File: src/design/moi_pkg.sv
// Shared types and constants of the mecanum odometry integrator.
// No dependencies; every other design file depends on this package.
package moi_pkg;

   // Configuration port
   localparam int CSR_IDX_W = 8;
   localparam logic [CSR_IDX_W-1:0] REG_SCALE_X         = 8'd0;
   localparam logic [CSR_IDX_W-1:0] REG_SCALE_Y         = 8'd1;
   localparam logic [CSR_IDX_W-1:0] REG_METERS_PER_TICK = 8'd2;
   localparam logic [CSR_IDX_W-1:0] REG_INV_BASE_WIDTH  = 8'd3;

   localparam logic [31:0] RST_SCALE_X         = 32'd3486560;
   localparam logic [31:0] RST_SCALE_Y         = 32'd2776290;
   localparam logic [31:0] RST_METERS_PER_TICK = 32'd1758720;
   localparam logic [31:0] RST_INV_BASE_WIDTH  = 32'd55188152;

   // Arithmetic constants
   localparam logic [63:0] DELTA_LIMIT     = 64'h2000_0000_0000_0000;
   localparam logic [63:0] INV_TWO_PI_Q32  = 64'd683565276;
   localparam logic [63:0] CORDIC_GAIN_Q32 = 64'd2608131496;
   localparam logic [63:0] US_PER_SEC      = 64'd1000000;
   localparam logic [31:0] VEL_ZERO_DT     = 32'd6554;

   // Arctangent table in binary-angle units, full turn = 2^32
   localparam logic [31:0] ATAN_BAM [32] = '{
      32'h20000000, 32'h12E4051E, 32'h09FB385B, 32'h051111D4, 32'h028B0D43,
      32'h0145D7E1, 32'h00A2F61E, 32'h00517C55, 32'h0028BE53, 32'h00145F2F,
      32'h000A2F98, 32'h000517CC, 32'h00028BE6, 32'h000145F3, 32'h0000A2FA,
      32'h0000517D, 32'h000028BE, 32'h0000145F, 32'h00000A30, 32'h00000518,
      32'h0000028C, 32'h00000146, 32'h000000A3, 32'h00000051, 32'h00000029,
      32'h00000014, 32'h0000000A, 32'h00000005, 32'h00000003, 32'h00000001,
      32'h00000001, 32'h00000000
   };

   // Status of one shared arithmetic unit
   typedef struct packed {
      logic busy;
      logic done;
   } unit_sts_type;

endpackage

File: src/design/moi_mul.sv
// Shared 64x64 unsigned multiplier built from four 32x32 partial products.
// Depends on moi_pkg for the unit status struct.
module moi_mul (
   input  logic                  clock,
   input  logic                  reset,
   input  logic                  start,
   input  logic [63:0]           op_a,
   input  logic [63:0]           op_b,
   output logic [127:0]          prod,
   output moi_pkg::unit_sts_type sts
);
   import moi_pkg::*;

   logic [2:0]   cnt_ff;
   logic         busy_ff;
   logic         pv_ff;
   logic [1:0]   sel_ff;
   logic [63:0]  pp_ff;
   logic [127:0] acc_ff;
   logic         done_ff;
   logic [31:0]  a_part;
   logic [31:0]  b_part;
   logic [127:0] pp_sh;

   // Pick the halves for this partial product
   assign a_part = cnt_ff[1] ? op_a[63:32] : op_a[31:0];
   assign b_part = cnt_ff[0] ? op_b[63:32] : op_b[31:0];

   // Align the registered partial product
   always_comb begin
      case (2'(sel_ff[1]) + 2'(sel_ff[0]))
         2'd0:    pp_sh = {64'd0, pp_ff};
         2'd1:    pp_sh = {32'd0, pp_ff, 32'd0};
         2'd2:    pp_sh = {pp_ff, 64'd0};
         default: pp_sh = '0;
      endcase
   end

   // Register each partial product, then accumulate it in the next cycle
   always_ff @(posedge clock) begin
      if (reset) begin
         busy_ff <= 1'b0;
         pv_ff   <= 1'b0;
         done_ff <= 1'b0;
         cnt_ff  <= '0;
      end else begin
         done_ff <= busy_ff && cnt_ff[2];
         if (start) begin
            busy_ff <= 1'b1;
            pv_ff   <= 1'b0;
            cnt_ff  <= '0;
            acc_ff  <= '0;
         end else if (busy_ff) begin
            if (pv_ff) acc_ff <= acc_ff + pp_sh;
            if (!cnt_ff[2]) begin
               pp_ff  <= a_part * b_part;
               sel_ff <= cnt_ff[1:0];
               pv_ff  <= 1'b1;
               cnt_ff <= cnt_ff + 3'd1;
            end else begin
               pv_ff   <= 1'b0;
               busy_ff <= 1'b0;
            end
         end
      end
   end

   assign prod     = acc_ff;
   assign sts.busy = busy_ff;
   assign sts.done = done_ff;
endmodule

File: config.mk
export PLATFORM = sky130hd
export DESIGN_NAME = moi_mul
export DESIGN_NICKNAME = d
export VERILOG_FILES = /design/src/design/moi_pkg.sv /design/src/design/moi_mul.sv
export SDC_FILE = /design/constraint.sdc
export NUM_CORES = 2
export LEC_CHECK = 0
export CAP_MARGIN = 10
export CORE_MARGIN = 1
export CORE_UTILIZATION = 35
export CTS_CLUSTER_DIAMETER = 150
export CTS_CLUSTER_SIZE = 24
export DETAILED_ROUTE_END_ITERATION = 10
export DONT_BUFFER_PORTS = 1
export GPL_TIMING_DRIVEN = 0
export PLACE_DENSITY = 0.46
export RECOVER_POWER = 25
export REMOVE_ABC_BUFFERS = 1
export SETUP_SLACK_MARGIN = 0.5
export SYNTH_ARGS = -nofsm -noshare
export SYNTH_HDL_FRONTEND = slang
export SYNTH_SLANG_ARGS = --single-unit
File: constraint.sdc
create_clock -name clock -period 11.3 [get_ports clock]
set_input_delay 1.695 -clock clock [delete_from_list [all_inputs] [get_ports clock]]
set_output_delay 1.695 -clock clock [all_outputs]
set_load 0.005 [all_outputs]
==> impl_results.md <==
* Gp weighted congestion at 0.9574
* CP Launch Type: flop
* Gr ovfl total at 0
* Crit path top cell by count: fa_1
* Ys async rst share at 0
* Hold bufs inserted after CTS at 0
* TritonCTS Buffers at 17
* Setup violators final at 0
* Post-Route WL at 201.0 mm
* Fillers at 14610
* Unrepaired setup endpoints after global routing: false
* Detail Route Antenna Nets at 0
* Post-CTS Setup Bufs at 0
* MaxCap Viol Count at 4
* Unique masters post-synth at 85
* Crit path capture type: flop
* Rows at 138
* Pin count of the biggest net entering global routing at 150
* Dpl cells at 7427
* Die W at 379.8 µm
* Critical Path RT at 11550 ps
* CP arrival at 9980 ps
* Clk_skew at 20.09 ps
* Clk root buf: clkbuf_16
* Die Span Y at 379.8 µm
* Post-DR vias/cell at 5.497
* Layout cells sized above 1 at 0.04687
* Yosys Warn Count at 0
* Level count of the clock H-tree at 4
* # resized after CTS at 0
* FF+latch count, synth at 200
* Status: finished with violations
* Clk sinks at 200
* Pins Over Slew Limit at 86
* EDFF count, synth at 194
* I/O Pins at 261
* Initial Util at 0.3529
* Initial antenna violation count at 12
* Average instance area after synthesis at 8.639 µm²
* DR iter-0 viols at 3377
* Synth-to-layout area growth at 7.915%
* Least-Margin Pin Slew at 1982 ps
* Synth Instances at 5784
* TNS Setup at 0 ps
* CTS clk-pin slew, worst paths at 80 ps
* Worst Slack Setup Final at 1565 ps
* Slowest CP cell: dfxtp_4
* Critical Path Fanout Max at 38
* Final hold violation count at 0
* CP max stage delay at 840 ps
* DP HPWL at 165.3 mm
* Setup WS pre-CTS at 1219 ps
* Critical path class: flop to flop
* Violated checks: capacitance limit, slew limit
* First-pass GRT wire length at 293.2 mm
* Full die area at 0.1443 mm²
* CTS tree: done
* Wire length per cell at 26.94 µm
* Buffers on Ports at 0
* Final net count at 6977
* Max clock buf depth at 2
* Core area at 0.1416 mm²
* Non-Filler Instances at 7462
* Synth Flop Type: edfxtp_1
* Period Utilization, post-route at 0.8615
* Worst rel slew slack at -0.3259
* Hold Path Class: flop to flop
* Drt first pass iters at 5
* DR DRC count at 0
* Mapped Area at 0.04997 mm²
* Register area share after synthesis at 0.1190
* Worst-skew pair later-pin latency at 500 ps
* Fin crit period at 9735 ps
* Fmax at 102.7 MHz
* DR vias at 41020
* Vias in the first global route at 42590
* GR Util All Layers at 0.2783
[Yosys cell counts (30+ instances only)]
cell	number	area share
a21o_1	81	0.012
a21oi_1	280	0.028
a22o_1	32	0.0056
a22oi_1	34	0.0051
and2_1	45	0.0056
and3_1	54	0.0068
clkbuf_1	270	0.020
edfxtp_1	194	0.12
fa_1	897	0.36
ha_1	393	0.098
inv_1	925	0.069
mux2_2	68	0.015
mux2i_1	68	0.014
nand2_1	629	0.047
nand3_1	39	0.0039
nand4_1	99	0.012
nor2_1	873	0.066
nor2b_1	30	0.0038
nor3_1	53	0.0053
o21ai_0	156	0.016
o21bai_1	53	0.0080
xnor2_1	100	0.018
xor2_1	62	0.011
[logic make-up (layout without fill, tap and decap cells)]
| group | Yosys count | after routing | synth area share |
|---|---|---|---|
| AND/OR/NAND/NOR | 1916 | 1916 | 0.1641 |
| adder cells (fa/ha/maj) | 1290 | 1290 | 0.4578 |
| XOR/XNOR | 162 | 162 | 0.02840 |
| other | 0 | 3 | 0 |
| AO/OA/AOI/OAI | 834 | 834 | 0.1067 |
| multiplexers | 140 | 140 | 0.02985 |
| buffers and inverters | 1242 | 1027 | 0.09415 |
| flip-flops | 200 | 200 | 0.1190 |
[through the flow]
stage / area (µm²) / utilization / hold WS, ps
floorplan: 48740 / - / 460.6
global placement: 51100 / 0.3609 / 503.0
detailed placement: 53390 / 0.3771 / 531.6
CTS: 53990 / 0.3813 / 555.5
global route: 53920 / 0.3808 / 591.6
finish: 53920 / 0.3809 / 557.7
[layout by cell type (no fill, tap or decap), types with 12 or more instances in the layout]
cell       synthesis  final
inv_1            925    925
fa_1             897    897
nor2_1           873    873
nand2_1          629    629
ha_1             393    392
a21oi_1          280    280
edfxtp_1         194    194
o21ai_0          156    156
xnor2_1          100    100
nand4_1           99     99
a21o_1            81     81
mux2_2            68     68
xor2_1            62     62
mux2i_4            0     54
and3_1            54     54
o21bai_1          53     53
nor3_1            53     53
and2_1            45     45
nand3_1           39     39
buf_16             0     36
a22oi_1           34     34
a22o_1            32     32
o21a_1            29     29
nor2b_1           30     28
a31oi_1           27     27
nand2b_1          21     21
a211oi_1          19     19
o211ai_1          17     17
clkbuf_16          0     17
buf_12             0     17
nor4_1            13     13
or3_1             12     12
and4_1            12     12
[path summary, 6_finish.rpt]
kind,startpoint,depth (start not counted),slack (ps),endpoint
max reg2reg,cnt_ff[1],29,1570,pp_ff[63]
min,pv_ff,2,560,pv_ff
min reg2reg,pv_ff,2,560,pv_ff
max,cnt_ff[1],29,1570,pp_ff[63]
[state kept, by name, summed over array words and instances, names as in the netlist]
register and cells:
prod 128, cnt_ff 3, busy_ff 1, pv_ff 1, pp_ff 64, sel_ff 2, done_ff 1
[cell type report]
type                       count  area, µm²  share of cell area
inverter                     925       3472             0.06439
antenna                        3      7.507           0.0001392
clock inverter                13      167.7            0.003109
clock buffer                  19      432.9            0.008028
tap                         1890       2365             0.04385
timing repair buffer          70       1504             0.02789
multi-input combinational   4342      40020              0.7422
sequential                   200       5953              0.1104
[layer usage]
metal | part of all wire | routed length (µm) | vias to the layer above | global-route usage
met2 | 0.47 | 94350 | 1514 | 0.4618
li1 | - | - | 18070 | -
met4 | 0.040 | 7975 | 2 | 0.09872
met3 | 0.069 | 13950 | 293 | 0.04051
met1 | 0.42 | 84720 | 21140 | 0.3687
met5 | 0.000055 | 11 | - | 0
[worst max-delay path, delay by kind of cell, from the launching register on]
family	cells	cell delay, ps
DFF	1	840
AOI/OAI and AO/OA	5	1360
muxes	1	640
and+or+nand+nor	5	1140
xor gates and xnor gates	1	100
adders and majority gates	9	4330
buffers and inverters	8	910
Power is left out: the tool's default activity adds up to more than one toggle a clock period on the data nets, which glitch-free logic cannot reach.
