### src/design/moi_pkg.sv
// Shared types and constants of the mecanum odometry integrator.
// No dependencies; every other design file depends on this package.
package moi_pkg;

   // Configuration port
   localparam int CSR_IDX_W = 8;
   localparam logic [CSR_IDX_W-1:0] REG_SCALE_X         = 8'd0;
   localparam logic [CSR_IDX_W-1:0] REG_SCALE_Y         = 8'd1;
   localparam logic [CSR_IDX_W-1:0] REG_METERS_PER_TICK = 8'd2;
   localparam logic [CSR_IDX_W-1:0] REG_INV_BASE_WIDTH  = 8'd3;

   localparam logic [31:0] RST_SCALE_X         = 32'd3486560;
   localparam logic [31:0] RST_SCALE_Y         = 32'd2776290;
   localparam logic [31:0] RST_METERS_PER_TICK = 32'd1758720;
   localparam logic [31:0] RST_INV_BASE_WIDTH  = 32'd55188152;

   // Arithmetic constants
   localparam logic [63:0] DELTA_LIMIT     = 64'h2000_0000_0000_0000;
   localparam logic [63:0] INV_TWO_PI_Q32  = 64'd683565276;
   localparam logic [63:0] CORDIC_GAIN_Q32 = 64'd2608131496;
   localparam logic [63:0] US_PER_SEC      = 64'd1000000;
   localparam logic [31:0] VEL_ZERO_DT     = 32'd6554;

   // Arctangent table in binary-angle units, full turn = 2^32
   localparam logic [31:0] ATAN_BAM [32] = '{
      32'h20000000, 32'h12E4051E, 32'h09FB385B, 32'h051111D4, 32'h028B0D43,
      32'h0145D7E1, 32'h00A2F61E, 32'h00517C55, 32'h0028BE53, 32'h00145F2F,
      32'h000A2F98, 32'h000517CC, 32'h00028BE6, 32'h000145F3, 32'h0000A2FA,
      32'h0000517D, 32'h000028BE, 32'h0000145F, 32'h00000A30, 32'h00000518,
      32'h0000028C, 32'h00000146, 32'h000000A3, 32'h00000051, 32'h00000029,
      32'h00000014, 32'h0000000A, 32'h00000005, 32'h00000003, 32'h00000001,
      32'h00000001, 32'h00000000
   };

   // Status of one shared arithmetic unit
   typedef struct packed {
      logic busy;
      logic done;
   } unit_sts_type;

endpackage

### src/design/moi_div.sv
// Restoring divider, 64-bit dividend by 32-bit divisor, one bit a cycle.
// Depends on moi_pkg for the unit status struct.
module moi_div (
   input  logic                  clock,
   input  logic                  reset,
   input  logic                  start,
   input  logic [63:0]           num,
   input  logic [31:0]           den,
   output logic [63:0]           quo,
   output moi_pkg::unit_sts_type sts
);
   import moi_pkg::*;

   logic        busy_ff;
   logic        done_ff;
   logic [5:0]  cnt_ff;
   logic [31:0] rem_ff;
   logic [63:0] quo_ff;
   logic [31:0] den_ff;
   logic [32:0] trial;
   logic [32:0] diff;
   logic        ge;

   // Try subtracting the divisor from the shifted remainder
   assign trial = {rem_ff, quo_ff[63]};
   assign diff  = trial - {1'b0, den_ff};
   assign ge    = trial >= {1'b0, den_ff};

   always_ff @(posedge clock) begin
      if (reset) begin
         busy_ff <= 1'b0;
         done_ff <= 1'b0;
         cnt_ff  <= '0;
      end else begin
         done_ff <= 1'b0;
         if (start) begin
            busy_ff <= 1'b1;
            cnt_ff  <= '0;
            rem_ff  <= '0;
            quo_ff  <= num;
            den_ff  <= den;
         end else if (busy_ff) begin
            rem_ff <= ge ? diff[31:0] : trial[31:0];
            quo_ff <= {quo_ff[62:0], ge};
            cnt_ff <= cnt_ff + 6'd1;
            if (cnt_ff == 6'd63) begin
               busy_ff <= 1'b0;
               done_ff <= 1'b1;
            end
         end
      end
   end

   assign quo      = quo_ff;
   assign sts.busy = busy_ff;
   assign sts.done = done_ff;
endmodule

### config.mk
export PLATFORM = sky130hd
export DESIGN_NAME = moi_div
export DESIGN_NICKNAME = d
export VERILOG_FILES = /design/src/design/moi_pkg.sv /design/src/design/moi_div.sv
export SDC_FILE = /design/constraint.sdc
export NUM_CORES = 1
export LEC_CHECK = 0
export ABC_AREA = 0
export BUFFER_PORTS_ARGS = -buffer_cell sky130_fd_sc_hd__buf_2
export CORE_MARGIN = 1.5
export CORE_UTILIZATION = 45
export DETAILED_ROUTE_END_ITERATION = 8
export PLACE_DENSITY_LB_ADDON = 0.08
export REMOVE_ABC_BUFFERS = 1
export SLEW_MARGIN = 20
export SYNTH_ARGS = -nofsm -noshare
export SYNTH_HDL_FRONTEND = slang
export SYNTH_SLANG_ARGS = --single-unit
### constraint.sdc
create_clock -name clock -period 5.2 [get_ports clock]
set_input_delay 0.52 -clock clock [delete_from_list [all_inputs] [get_ports clock]]
set_output_delay 0.52 -clock clock [all_outputs]
set_load 0.05 [all_outputs]
==> summary.txt, run 1 <==
Critical path
  – Worst path slowest cell: or3_1
  – Setup CP Type: register to register
  – CP Cell Sequence: ha_1 > a21o_1 > a21oi_1 > nor2b_1 > or3_4 > a2111oi_4 > or3_1 > nand2_4 > mux2_2
  – Crit path DAT: 3.54 ns
  – Worst EP required: 5.38 ns
  – R2r setup slk: 1.84 ns
  – Reg-to-Reg End: quo[0]$_DFFE_PP_
  – Crit. End Element: register
  – Setup crit start kind: register
  – Reg2Reg Launch Point: rem_ff[25]$_SDFFCE_PP0P_
  – Worst reg2reg path depth: 9
  – Slowest stage delay, CP: ~0.55 ns
  – Crit path max fanout: 15

Global route
  – GR Overflow Total: 0
  – First-pass GRT wire length: 30,270 um
  – Number of global-route vias before repair: between 6,000 and 7,000
  – Largest net degree at the start of global routing: 58
  – Global route hottest layer: met2
  – Grt met3 use: 8.621%
  – Met1 global-route usage: 25.49%
  – GRT met2 Usage: 36.53%
  – Gr usage total: a little over a fifth
  – Initial antenna violation count: 1

Power and ir drop
  – Flop pwr share: 39.8%
  – Sw Share: 31.18%
  – Max VDD drop: 0.2620 mV
  – Comb power frac: a little under a quarter
  – Leakage power: approximately 3.7 nW
  – Power Density: 367.1 nW/um^2
  – P_sw: roughly 0.0011 W
  – Clock Power Share: a little over a third
  – P_int: 0.002326 W

Die
  – IO Count: 165
  – FP Rows: 47
  – Core ar.: between 15,000 and 20,000 um^2
  – Total die area: 17,590 um^2
  – Die X: 132.6 um
  – Starting Density: between 40% and 50%
  – Die Height: about 130 um

Clocking
  – Clock latency on the worst-skew pair: 0.43 ns
  – CTS Root Cell: clkbuf_16
  – CTS tree: done
  – Post-CTS sizing: 0
  – Hold Buf Count CTS: 0
  – Clock slew seen by the registers of the worst setup and hold paths: 0.06 ns
  – Htree depth: 4
  – CTS max path bufs: 2
  – Total CTS buffers: 17
  – # Post-CTS Setup Buffers: 0
  – CTS Sinks: 136

Synth
  – Post-Syn Area: 7564 um^2
  – Yosys warnings: 0
  – Count of cell types in the netlist: a little under 70
  – Post-synth EDFFs: roughly 130
  – Ys flop type: edfxtp_1
  – FFs w/ async S/R, synth: 0%
  – Mapped Cells: 649
  – Synthesized area per cell: 11.65 um^2
  – Most instantiated cells after synthesis: edfxtp_1, mux2_2, a21oi_1, inv_1, ha_1
  – Synth area leaders: edfxtp_1, mux2_2, ha_1
  – Sequential fraction of the synthesis area: 52.94%
  – Synth top area share: 50.82%
  – Synth area leader: edfxtp_1
  – Top-count cell post-synth: edfxtp_1
  – Synth Register Bits: 136

Layout
  – Synthesis-to-layout area growth: 21.72%
  – Fin cells: approximately 1,000
  – Layout cells sized above 1: 34.39%
  – NumNets Final: 937
  – Diode count: 0

Routing
  – Starting DRC count in detailed routing: 247
  – Vias per inst: 5.572
  – WL/cell: 17.78 um
  – # DRC: 0
  – DR pass1 iterations: 5
  – Detail Route Antenna Nets: 0
  – DR vias: 5,778
  – Routed Wire Length: 18,440 um

STA
  – Fmax: between 200 and 300 MHz
  – Worst rel slew slack: 46.02%
  – Final Max Tran Viols: 0
  – Period utilization: 64.60%
  – RSZ-0062 raised after global routing: no
  – Clock skew: around 0.016 ns
  – Final setup viols: 0
  – Minimum clock period: 3.359 ns
  – Hold Vio Cnt, Final: 0
  – Tightest Pin Transition: 0.8088 ns
  – WHS: 0.2636 ns

Hold path
  – Hold Path Sink: den_ff[19]$_DFFE_PP_
  – Hold path cells: 1
  – Worst Hold Class: input port to register
  – HP Start: den[19]

Job
  – Max-Cap Viols: 0

Placement
  – RePlAce Congestion: ~0.89
  – DP Cell Count: between 1,000 and 1,500
  – # port buffers: between 150 and 200
  – HPWL Detailed: roughly 13,000 um

Outcome
  – Status: finished clean
-- power groups by stage --
stage                     combinational, W  sequential, W  clock, W
after floorplan                   0.000471        0.00148         0
after global placement            0.000785        0.00137         0
after detailed placement          0.000795        0.00137         0
after CTS                         0.000798        0.00135   0.00125
after global routing              0.000877        0.00135   0.00130
final                             0.000802        0.00134   0.00123
-- metal layers --
metal | up-vias | share of wire [%]
met5 | - | 0
met4 | 0 | 1.7
met3 | 28 | 7.9
met2 | 190 | 49
met1 | 2784 | 42
li1 | 2776 | -
-- worst max path at each step --
stage | startpoint | depth (start not counted) | endpoint
2_1_floorplan | busy_ff$_SDFF_PP0_ | 2 | quo[0]$_DFFE_PP_
3_3_place_gp | rem_ff[21]$_SDFFCE_PP0P_ | 9 | quo[0]$_DFFE_PP_
3_5_place_dp | rem_ff[25]$_SDFFCE_PP0P_ | 9 | quo[0]$_DFFE_PP_
4_1_cts | rem_ff[25]$_SDFFCE_PP0P_ | 9 | quo[0]$_DFFE_PP_
5_1_grt | rem_ff[21]$_SDFFCE_PP0P_ | 10 | rem_ff[11]$_SDFFCE_PP0P_
6_report | rem_ff[25]$_SDFFCE_PP0P_ | 9 | quo[0]$_DFFE_PP_
-- stage by stage --
| step | util [%] | instance area, um^2 | setup TNS, ns | total power, W | setup slack [ns] |
|---|---|---|---|---|---|
| CTS | 55.52 | 9174 | 0 | 0.003396 | 1.789 |
| floorplan | - | 7402 | -23.90 | 0.001948 | -0.2489 |
| finish | 55.71 | 9206 | 0 | 0.003379 | 1.841 |
| global route | 55.71 | 9206 | 0 | 0.003533 | 1.604 |
| global placement | 51.93 | 8581 | 0 | 0.002150 | 1.888 |
| detailed placement | 51.93 | 8581 | 0 | 0.002161 | 1.816 |
-- placed cells by master (no fill, tap or decap), types with 8 or more instances in the layout --
cell type,count
mux2_2,64
a21oi_1,53
nor2_1,30
edfxtp_1,128
o21ai_1,23
dfxtp_1,8
inv_1,41
ha_1,33
nor3_1,14
xor2_1,11
a21o_1,11
o21ai_0,13
clkbuf_16,17
nand3_1,31
xnor2_1,15
nand4_1,10
buf_2,163
nand2_1,20
a211oi_1,10
-- cell type report --
type | count | area [um^2]
flip-flops and latches | 136 | 4004
well taps | 220 | 275.3
multi-input cells | 437 | 3279
repair buffers | 171 | 900.9
inverters | 41 | 153.9
clock inverters | 15 | 167.7
fillers | 1453 | 7318
clock buffers | 17 | 425.4
-- worst max-delay path, delay by kind of cell (launching register included) --
| family | cells | cell delay, ns |
|---|---|---|
| flip-flops | 1 | 0.40 |
| multiplexers | 1 | 0.34 |
| AND/OR/NAND/NOR | 4 | 1.23 |
| adder cells (fa/ha/maj) | 1 | 0.38 |
| AO/OA/AOI/OAI | 3 | 0.75 |
-- state kept, by name, summed over array words and instances (netlist names) --
name / flops
quo: 64
cnt_ff: 6
done_ff: 1
busy_ff: 1
den_ff: 32
rem_ff: 32
-- cell families after synthesis --
family	Yosys count	synth area share (%)
flip-flops	136	52.94
XOR/XNOR	26	3.011
AND/OR/NAND/NOR	146	10.09
buffers and inverters	76	4.169
multiplexers	66	9.793
AO/OA/AOI/OAI	165	14.28
adder cells (fa/ha/maj)	34	5.724
(Power assumes the default switching activity.)
==> run 2, diff against run 1 <==
==> constraint.sdc (replaced) <==
create_clock -name clock -period 3.38 [get_ports clock]
set_input_delay 0.338 -clock clock [delete_from_list [all_inputs] [get_ports clock]]
set_output_delay 0.338 -clock clock [all_outputs]
set_load 0.05 [all_outputs]
==> run 2 against run 1 <==
  * Non-clock buffer count increased by 10
  * Combinational power increased by 57%
  * Clock skew decreased by 0.0067 ns
  * Sequential cell count unchanged
==> summary.txt, run 2 (synthesis gave the netlist of run 1 again) <==
Outcome
  – Status: finished clean (unchanged)

Clocking
  – Total CTS buffers: 17 (unchanged)
  – Hold Buf Count CTS: 0 (unchanged)
  – Post-CTS sizing: 0 (unchanged)
  – CTS tree: done (unchanged)
  – Clock slew seen by the registers of the worst setup and hold paths: 0.06 ns (about the same)
  – CTS Sinks: 136 (unchanged)
  – Clock latency on the worst-skew pair: 0.42 ns (was 0.43 ns)
  – # Post-CTS Setup Buffers: 0 (unchanged)
  – CTS Root Cell: clkbuf_16 (unchanged)
  – Htree depth: 4 (unchanged)
  – CTS max path bufs: 2 (unchanged)

STA
  – Hold Vio Cnt, Final: 0 (unchanged)
  – Setup WS post-layout: 0.1965 ns (was 1.841 ns)
  – Worst rel slew slack: 51.67% (was 46.02%)
  – Period utilization: 94.19% (was 64.60%)
  – RSZ-0062 raised after global routing: no (unchanged)
  – Tightest Pin Transition: 0.7249 ns (was 0.8088 ns)
  – Minimum clock period: 3.184 ns (was 3.359 ns)
  – Final setup viols: 0 (unchanged)
  – Final Max Tran Viols: 0 (unchanged)
  – Clock skew: 0.009768 ns (was 0.01650 ns)
  – Fmax: 314.1 MHz (was 297.7 MHz)

Global route
  – Initial antenna violation count: 0 (was 1)
  – Number of global-route vias before repair: 6,148 (was 6,220)
  – First-pass GRT wire length: 30,260 um (was 30,270 um)
  – Largest net degree at the start of global routing: 58 (unchanged)
  – GR Overflow Total: 0 (unchanged)
  – Gr usage total: 21.60% (was 21.74%)

Layout
  – Layout cells sized above 1: 34.95% (was 34.39%)
  – Synthesis-to-layout area growth: 22.40% (was 21.72%)
  – Max reg flops: 64 (unchanged)
  – Fill cells: 1,467 (was 1,453)
  – Diode count: 0 (unchanged)
  – Commonest non-fill, non-tap cell in the layout: buf_2 (unchanged)
  – Area occupied by multi-input gates: 3272 um^2 (was 3279 um^2)
  – NumNets Final: 947 (was 937)
  – Most frequent cells in the layout: buf_2, edfxtp_1, mux2_2, a21oi_1, inv_1 (unchanged)
  – FF/Latch Area: 4004 um^2 (unchanged)
  – Final core area utilization: 56.02% (was 55.71%)

Critical path
  – Reg2Reg Launch Point: quo[63]$_DFFE_PP_ (was rem_ff[25]$_SDFFCE_PP0P_)
  – R2r setup slk: 0.20 ns (was 1.84 ns)
  – Worst reg2reg path depth: 11 (was 9)
  – Setup crit start kind: register (unchanged)
  – Crit path max fanout: 4 (was 15)
  – Worst EP required: 3.53 ns (was 5.38 ns)
  – Crit path DAT: 3.33 ns (was 3.54 ns)
  – Reg-to-Reg End: rem_ff[26]$_SDFFCE_PP0P_ (was quo[0]$_DFFE_PP_)
  – Setup CP Type: register to register (unchanged)
  – Crit. End Element: register (unchanged)

Routing
  – WL/cell: 17.84 um (was 17.78 um)
  – Routed Wire Length: 18,680 um (was 18,440 um)
  – DR vias: 5,821 (was 5,778)
  – Detail Route Antenna Nets: 0 (unchanged)
  – Starting DRC count in detailed routing: 382 (was 247)
  – DR pass1 iterations: 5 (unchanged)
  – # DRC: 0 (unchanged)
  – Vias per inst: 5.560 (was 5.572)

Power and ir drop
  – Leakage power: 3.723 nW (was 3.684 nW)
  – Max VDD drop: 0.3424 mV (was 0.2620 mV)
  – Power Density: 566.0 nW/um^2 (was 367.1 nW/um^2)

Hold path
  – HP Start: den[26] (was den[19])
  – Hold Path Sink: den_ff[26]$_DFFE_PP_ (was den_ff[19]$_DFFE_PP_)
  – Worst Hold Class: input port to register (unchanged)
  – Hold path cells: 1 (unchanged)

Placement
  – RePlAce Congestion: 0.9065 (was 0.8900)
  – HPWL Detailed: 13,430 um (was 13,050 um)
  – # port buffers: 164 (unchanged)
  – Placement Setup Slack: 0.2741 ns (was 1.816 ns)

Die
  – Die Height: 132.6 um (unchanged)
  – Total die area: 17,590 um^2 (unchanged)
  – Core ar.: 16,520 um^2 (unchanged)
  – Starting Density: 45.77% (unchanged)
  – Die X: 132.6 um (unchanged)
  – IO Count: 165 (unchanged)
  – FP Rows: 47 (unchanged)

Job
  – Max-Cap Viols: 0 (unchanged)
-- run 2: cell count changes in the layout (fill, tap and decap cells not counted), moves of 2 or more --
cell / before / now
buf_12: 2 / 0
clkbuf_1: 0 / 2
buf_4: 6 / 18
inv_8: 2 / 0
-- run 2: through the flow --
step / cells / hold WS, ns / power, W / setup TNS, ns / instance area, um^2
2_1_floorplan: 614 / 0.4101 / 0.002997 / -211.56 / 7402
3_3_place_gp: 1015 / 0.4671 / 0.003331 / 0 / 8651
3_5_place_dp: 1015 / 0.4870 / 0.003349 / 0 / 8651
4_1_cts: 1047 / 0.06988 / 0.005280 / 0 / 9253
5_1_grt: 1047 / 0.06650 / 0.005475 / 0 / 9258
6_report: 1047 / 0.09193 / 0.005240 / 0 / 9258
-- run 2: worst max-delay path, stage by stage, from the launching register on --
cell	delay, ns
edfxtp_1	0.37
inv_1	0.05
ha_1	0.22
fa_1	0.42
nand2b_1	0.18
a211o_1	0.30
a21o_1	0.22
o211ai_1	0.46
a2111oi_0	0.19
a311o_1	0.34
o21ai_1	0.08
a21oi_1	0.08
-- run 2: layout make-up --
| type | count | share of cell area (%) |
|---|---|---|
| clock buffer | 19 | 4.676 |
| timing repair buffer | 181 | 10.27 |
| clock inverter | 13 | 1.825 |
| tap | 220 | 2.973 |
| inverter | 41 | 1.662 |
| multi-input combinational | 437 | 35.34 |
| sequential | 136 | 43.25 |
-- run 2: worst max-delay path by stage --
| stage | endpoint | slack, ns | from | depth (start not counted) |
|---|---|---|---|---|
| 3_3_place_gp | rem_ff[26]$_SDFFCE_PP0P_ | 0.35 | quo[63]$_DFFE_PP_ | 11 |
| 3_5_place_dp | rem_ff[26]$_SDFFCE_PP0P_ | 0.27 | quo[63]$_DFFE_PP_ | 11 |
| 4_1_cts | rem_ff[28]$_SDFFCE_PP0P_ | 0.22 | rem_ff[11]$_SDFFCE_PP0P_ | 9 |
| 6_report | rem_ff[26]$_SDFFCE_PP0P_ | 0.20 | quo[63]$_DFFE_PP_ | 11 |
| 2_1_floorplan | quo[0]$_DFFE_PP_ | -2.07 | busy_ff$_SDFF_PP0_ | 2 |
| 5_1_grt | rem_ff[26]$_SDFFCE_PP0P_ | 0.03 | quo[63]$_DFFE_PP_ | 11 |
-- run 2: per-layer routing --
layer / up-vias / wire length (um) / GRT usage [%]
met5: - / 0 / 0
met4: 0 / 221 / 5.983
met2: 194 / 8888 / 36.15
met3: 18 / 1373 / 7.893
met1: 2807 / 8201 / 26.38
li1: 2802 / - / -
-- run 2: where the power goes --
group          total [W]  internal (W)  leakage [nW]  switching, W
logic            0.00126      0.000477          2.15      0.000784
clock network    0.00191       0.00117         0.283      0.000741
registers        0.00207       0.00201          1.29     0.0000602
